$ cat src/rtl/yin_pitch_detector_unit_defines.svh
// ----------------------------------------------------------------------------
// YIN pitch detector assertion macros
// Shared property shorthands for the detector's checks.
// ----------------------------------------------------------------------------
`ifndef YIN_PITCH_DETECTOR_UNIT_DEFINES_SVH
`define YIN_PITCH_DETECTOR_UNIT_DEFINES_SVH

// same-cycle implication, gated by reset
`define YPD_ASSERT_IMPL(lbl, ante, cons, msg) \
  lbl: assert property (@(posedge clk_i) disable iff (!rst_ni) (ante) |-> (cons)) \
    else $error(msg);

// next-cycle implication, gated by reset
`define YPD_ASSERT_NEXT(lbl, ante, cons, msg) \
  lbl: assert property (@(posedge clk_i) disable iff (!rst_ni) (ante) |=> (cons)) \
    else $error(msg);

`endif

$ cat src/rtl/ypd_pkg.sv
// ----------------------------------------------------------------------------
// YIN pitch detector package
// Widths, limits, register indexes, FSM states and divider request types.
// ----------------------------------------------------------------------------
package ypd_pkg;

  localparam int MAX_WINDOW  = 1024;
  localparam int SAMPLE_BITS = 16;
  localparam int STORE_DEPTH = 2 * MAX_WINDOW;
  localparam int ADDR_W      = $clog2(STORE_DEPTH);
  localparam int LAG_W       = $clog2(MAX_WINDOW);
  localparam int WLEN_W      = 11;
  localparam int FILL_W      = ADDR_W + 1;
  localparam int W_MIN       = 8;

  localparam int THR_W       = 16;
  localparam int RATE_W      = 18;
  localparam int CFG_W       = 18;
  localparam int CFG_IDX_W   = 2;

  localparam int DIFF_W      = SAMPLE_BITS + 1;
  localparam int SQ_W        = 2 * SAMPLE_BITS;
  localparam int ACC_W       = SQ_W + LAG_W;
  localparam int SUM_W       = ACC_W + LAG_W;
  localparam int FRAC_W      = 33;
  localparam int PROD_W      = FRAC_W + LAG_W;
  localparam int CMND_W      = 26;

  localparam int DNUM_W      = 36;
  localparam int DQ_W        = 36;
  localparam int DSTEP_W     = 6;
  localparam logic [DSTEP_W-1:0] FRAC_STEPS = DSTEP_W'(32);
  localparam logic [DSTEP_W-1:0] LONG_STEPS = DSTEP_W'(DNUM_W);

  localparam int PERIOD_W    = 18;
  localparam int FREQ_W      = 26;
  localparam int PRAW_W      = 40;
  localparam logic [CMND_W-1:0]   ONE_Q16    = CMND_W'(65536);
  localparam logic [PERIOD_W-1:0] PERIOD_MIN = PERIOD_W'(256);
  localparam logic [PERIOD_W-1:0] PERIOD_MAX = PERIOD_W'(262143);
  localparam logic [FREQ_W-1:0]   FREQ_MAX   = FREQ_W'(50331647);

  localparam logic [THR_W-1:0]  THR_RESET  = THR_W'(9830);
  localparam logic [RATE_W-1:0] RATE_RESET = RATE_W'(48000);
  localparam logic [WLEN_W-1:0] WLEN_RESET = WLEN_W'(1024);

  localparam logic [CFG_IDX_W-1:0] REG_THRESHOLD = 2'd0;
  localparam logic [CFG_IDX_W-1:0] REG_RATE      = 2'd1;
  localparam logic [CFG_IDX_W-1:0] REG_WINDOW    = 2'd2;

  typedef enum logic [3:0] {
    ST_IDLE,
    ST_MAC,
    ST_DRAIN,
    ST_FRAC,
    ST_MUL,
    ST_WR,
    ST_SRD,
    ST_SCHK,
    ST_WRD,
    ST_WCHK,
    ST_PRD,
    ST_PCHK,
    ST_INTERP,
    ST_FLAUNCH,
    ST_FREQ,
    ST_OUT
  } ypd_state_e;

  typedef struct packed {
    logic               start;
    logic [DSTEP_W-1:0] steps;
    logic [SUM_W-1:0]   rem;
    logic [DNUM_W-1:0]  num;
    logic [SUM_W-1:0]   den;
  } div_req_t;

  typedef struct packed {
    logic            busy;
    logic            done;
    logic [DQ_W-1:0] quot;
  } div_rsp_t;

endpackage

$ cat src/rtl/ypd_div.sv
// ----------------------------------------------------------------------------
// YIN pitch detector divider
// Shared restoring divider, one quotient bit per cycle.
// ----------------------------------------------------------------------------
module ypd_div (
  input  logic              clk_i,
  input  logic              rst_ni,
  input  ypd_pkg::div_req_t req_i,
  output ypd_pkg::div_rsp_t rsp_o
);

  logic                        busy_q;
  logic                        done_q;
  logic [ypd_pkg::DSTEP_W-1:0] cnt_q;
  logic [ypd_pkg::SUM_W-1:0]   rem_q;
  logic [ypd_pkg::DNUM_W-1:0]  num_q;
  logic [ypd_pkg::SUM_W-1:0]   den_q;
  logic [ypd_pkg::DQ_W-1:0]    quot_q;

  logic [ypd_pkg::SUM_W:0]     trial;
  logic                        ge;

  // remainder stays below the divisor, so one extra bit holds the shift
  assign trial = {rem_q, num_q[ypd_pkg::DNUM_W-1]};
  assign ge    = trial >= {1'b0, den_q};

  always_ff @(posedge clk_i or negedge rst_ni) begin
    if (!rst_ni) begin
      busy_q <= 1'b0;
      done_q <= 1'b0;
      cnt_q  <= '0;
    end else begin
      done_q <= 1'b0;
      if (req_i.start) begin
        busy_q <= 1'b1;
        cnt_q  <= req_i.steps;
      end else if (busy_q) begin
        cnt_q <= cnt_q - 1'b1;
        if (cnt_q == ypd_pkg::DSTEP_W'(1)) begin
          busy_q <= 1'b0;
          done_q <= 1'b1;
        end
      end
    end
  end

  always_ff @(posedge clk_i) begin
    if (req_i.start) begin
      rem_q  <= req_i.rem;
      num_q  <= req_i.num;
      den_q  <= req_i.den;
      quot_q <= '0;
    end else if (busy_q) begin
      rem_q  <= ge ? ypd_pkg::SUM_W'(trial - {1'b0, den_q}) : trial[ypd_pkg::SUM_W-1:0];
      num_q  <= {num_q[ypd_pkg::DNUM_W-2:0], 1'b0};
      quot_q <= {quot_q[ypd_pkg::DQ_W-2:0], ge};
    end
  end

  assign rsp_o.busy = busy_q;
  assign rsp_o.done = done_q;
  assign rsp_o.quot = quot_q;

endmodule

$ cat config.mk
export PLATFORM = sky130hd
export DESIGN_NAME = ypd_div
export DESIGN_NICKNAME = d
export VERILOG_FILES = /design/src/rtl/yin_pitch_detector_unit_defines.svh /design/src/rtl/ypd_pkg.sv /design/src/rtl/ypd_div.sv
export SDC_FILE = /design/constraint.sdc
export NUM_CORES = 1
export LEC_CHECK = 0
export CORE_MARGIN = 5
export CORE_UTILIZATION = 35
export CTS_CLUSTER_DIAMETER = 150
export CTS_CLUSTER_SIZE = 30
export DETAILED_ROUTE_END_ITERATION = 6
export DONT_BUFFER_PORTS = 1
export HOLD_SLACK_MARGIN = 0.03
export PLACE_DENSITY_LB_ADDON = 0.12
export SYNTH_ARGS = -nofsm -noshare
export SYNTH_HDL_FRONTEND = slang
export SYNTH_SLANG_ARGS = --single-unit
$ cat constraint.sdc
create_clock -name clk_i -period 7.1 [get_ports clk_i]
set_input_delay 0.355 -clock clk_i [delete_from_list [all_inputs] [get_ports clk_i]]
set_output_delay 0.355 -clock clk_i [all_outputs]
set_load 0.02 [all_outputs]
==> results.md <==
- Post-synthesis adder-cell area fraction: 0.06359
- Crit-path most repeated cell: mux2_2
- Max-cap violation count: 0
- Setup_tns: 0 ns
- Comb pwr share: 0.490
- HP Class: in -> reg
- Commonest non-fill, non-tap cell in the layout: edfxtp_1
- Layout cells sized above 1: 0.1317
- Largest net degree at the start of global routing: 214
- Synth-to-layout area growth: 13.42%
- Seq/Total Area, Yosys: 0.4685
- Synth warn: 0
- Switching Share: 0.3963
- Routed Antenna Nets: 0
- Critical Path RT: 7.29 ns
- Yosys reg bits: 184
- Final hold vios: 0
- Vias/cell: 5.307
- Sink Count: 184
- Final Setup Violations: 0
- Placed cells: 1372
- Async SR Flop Fraction: 0.04348
- # diodes: 0
- Core area: 0.03075 mm^2
- Final period util: 0.6538
- Internal cell power: 0.003005 W
- Cts repair resizes: 0
- Fin crit period: 4.642 ns
- Top Ports: 187
- Clock share of power: 0.194
- Slew @ Worst Pin: 1.087 ns
- Max-slew headroom: 0.2729
- Final Util: 0.4035
- Xor-xnor portion of the synthesized cell area: 0.03523
- Die extent in x: 186.8 um
- Setup Skew: 0.01845 ns
- Syn_nets: 1231
- Clock latency on the worst-skew pair: 0.45 ns
- Most frequent cells in the layout: edfxtp_1 (140), mux2_2 (90), a21oi_1 (88)
- CTS tree: done
- Crit. End Element: flip-flop
- Avg WL per Cell: 19.60 um
- Post-synthesis compound-gate area fraction: 0.1361
- Clock Pin Slew Worst Setup and Hold Paths: 0.08 ns
- Synth Area per Inst: 10.65 um^2
- Grt ovf: 0
- Slowest cell on crit path: or2_2
- Initial antenna violation count: 5
- Cells along the critical path: ha_1 > a21o_1 > a21oi_1 > o21a_1 > o41ai_1 > a221oi_1 > o21ai_1 > or2_2 > mux2_2 > mux2_2
- Starting DRT DRC Count: 409
- Post-DP HPWL: 19.99 mm
- RSZ-0062 raised after global routing: false
- Nets: 1262
- Largest area contributor in the netlist: edfxtp_1
- Worst vdd rail ir drop: 0.1954 mV
- Longest Clk Path Bufs: 2
- Fill cells: 3078
- Final WL: 28.76 mm
- Number of synthesized flops with an enable pin: 140
- Post-Syn Instances: 1027
- Post-synthesis mux area share: 0.1265
- Crit Path Category: reg -> reg
- CP max FO: 39
- Seq pwr share: 0.316
- Synth Flop Type: edfxtp_1
- Status: complete, no violations
- Die Ht: 186.8 um
- Pwr per Cell Area: 401.2 mW/mm^2
- Cell row count: 64
- Fmax: 215.4 MHz
- CP Launch Type: flip-flop
- Pre-Repair DR Iteration Count: 4
- Yosys top cell area share: 0.3843
- # H-tree levels: 4
- Clock Tree Root: clkbuf_16
- Final non-filler cell total: 1467
- Post-Syn Area: 0.01094 mm^2
- P_leak: 5.034 nW
- Netlist cell types: 66
- Simple-Gate Fraction of Synth Area: 0.1194
- IO Port Bufs: 0
- Main combinational cell family by area after synthesis: compound AO/OA/AOI/OAI gates
- Max Slew Vio Count: 0
- Worst Path Arrival: 4.84 ns
- P_sw: 0.001973 W
- Residual DRC: 0
- Largest stage delay on the critical path: 0.90 ns
- Final Wtd Congestion: 0.8202
- CTS buffer count: 17
- Die ar.: 0.03489 mm^2
- Gr usage total: 0.1588
- First-pass GRT wire length: 44.71 mm
- Via count: 7785
- Area contributors post-synth: edfxtp_1 (38%), mux2_2 (9.3%), dfxtp_1 (6.6%)
- Vias in the first global route: 8114
- Initial Utilization: 0.3558
## metal layers
| layer | up-vias | share of wire | wire length (um) | track usage |
|---|---|---|---|---|
| li1 | 3834 | - | - | - |
| met1 | 3738 | 0.45 | 13000 | 0.2005 |
| met2 | 178 | 0.47 | 13400 | 0.2571 |
| met3 | 25 | 0.068 | 1955 | 0.06091 |
| met4 | 10 | 0.012 | 338 | 0.04124 |
| met5 | - | 0.0022 | 64 | 0 |
## stage by stage
step	worst slack [ns]	area, um^2	power, W	hold slack [ns]
floorplan	3.507	10940	0.003508	0.05941
global placement	2.433	11170	0.003997	0.05976
detailed placement	2.417	11170	0.003989	0.05982
CTS	2.364	12380	0.005032	0.05335
global route	2.141	12410	0.005365	0.06040
finish	2.458	12410	0.004978	0.1105
## cell usage after synthesis (all sizes together), types with 11 or more instances
| cell type | number |
|---|---|
| nand2 | 59 |
| ha | 54 |
| nand3 | 15 |
| a21oi | 89 |
| a21o | 28 |
| clkbuf | 26 |
| nor2b | 19 |
| mux2 | 90 |
| o21bai | 11 |
| mux2i | 37 |
| o21ai | 52 |
| nor3 | 22 |
| edfxtp | 140 |
| nand4 | 20 |
| inv | 67 |
| dfxtp | 36 |
| nor2 | 71 |
| xor2 | 20 |
| xnor2 | 24 |
| buf | 30 |
## registers in the layout, summed over array words and instances (netlist names)
name,cells
cnt_q,6
busy_q,1
quot_q,36
done_q,1
den_q,52
num_q,36
rem_q,52
## power groups by stage
| stage | combinational, W | sequential [W] | clock, W |
|---|---|---|---|
| 6_report | 0.00244 | 0.00157 | 0.000965 |
| 5_1_grt | 0.00271 | 0.00160 | 0.00105 |
| 4_1_cts | 0.00244 | 0.00158 | 0.00101 |
| 3_5_place_dp | 0.00240 | 0.00159 | 0 |
| 3_3_place_gp | 0.00239 | 0.00160 | 0 |
| 2_1_floorplan | 0.00196 | 0.00155 | 0 |
## logic make-up after synthesis
kind of cell / Yosys count
mux: 127
xor+xnor: 44
simple gates: 260
fa+ha+maj: 55
compound gates: 234
buf+inv: 123
flops: 184
## cell type report
cell class,count,area (um^2),area share
multi-input combinational,720,5260,0.4240
tap,396,495.5,0.03994
clock buffer,17,425.4,0.03429
sequential,184,5126,0.4132
timing repair buffer,68,668.1,0.05385
inverter,67,252.7,0.02037
clock inverter,15,178.9,0.01442
## critical path: cells and delay by family (launching register included)
family                   cells  cell delay [ns]
AO/OA/AOI/OAI                6             1.97
AND/OR/NAND/NOR              1             0.90
multiplexers                 2             0.67
adder cells (fa/ha/maj)      1             0.44
flip-flops                   1             0.41
## path summary, 6_finish.rpt
kind | to | start | slack (ns) | depth (start not counted)
setup / recovery | rem_q[30] | rem_q[33] | 2.46 | 10
hold / removal | num_q[0] | req_i[52] | 0.11 | 1
setup reg to reg | rem_q[30] | rem_q[33] | 2.46 | 10
hold reg to reg | num_q[5] | num_q[4] | 0.55 | 1
max in group asynchronous | busy_q | rst_ni | 6.54 | 1
min in group asynchronous | done_q | rst_ni | 0.25 | 1
## timing repair
item,in CTS,in global routing
hold buffers,60,3
endpoints found under the hold margin,83,14
buffers inserted,0,0
(Power assumes the default switching activity.)
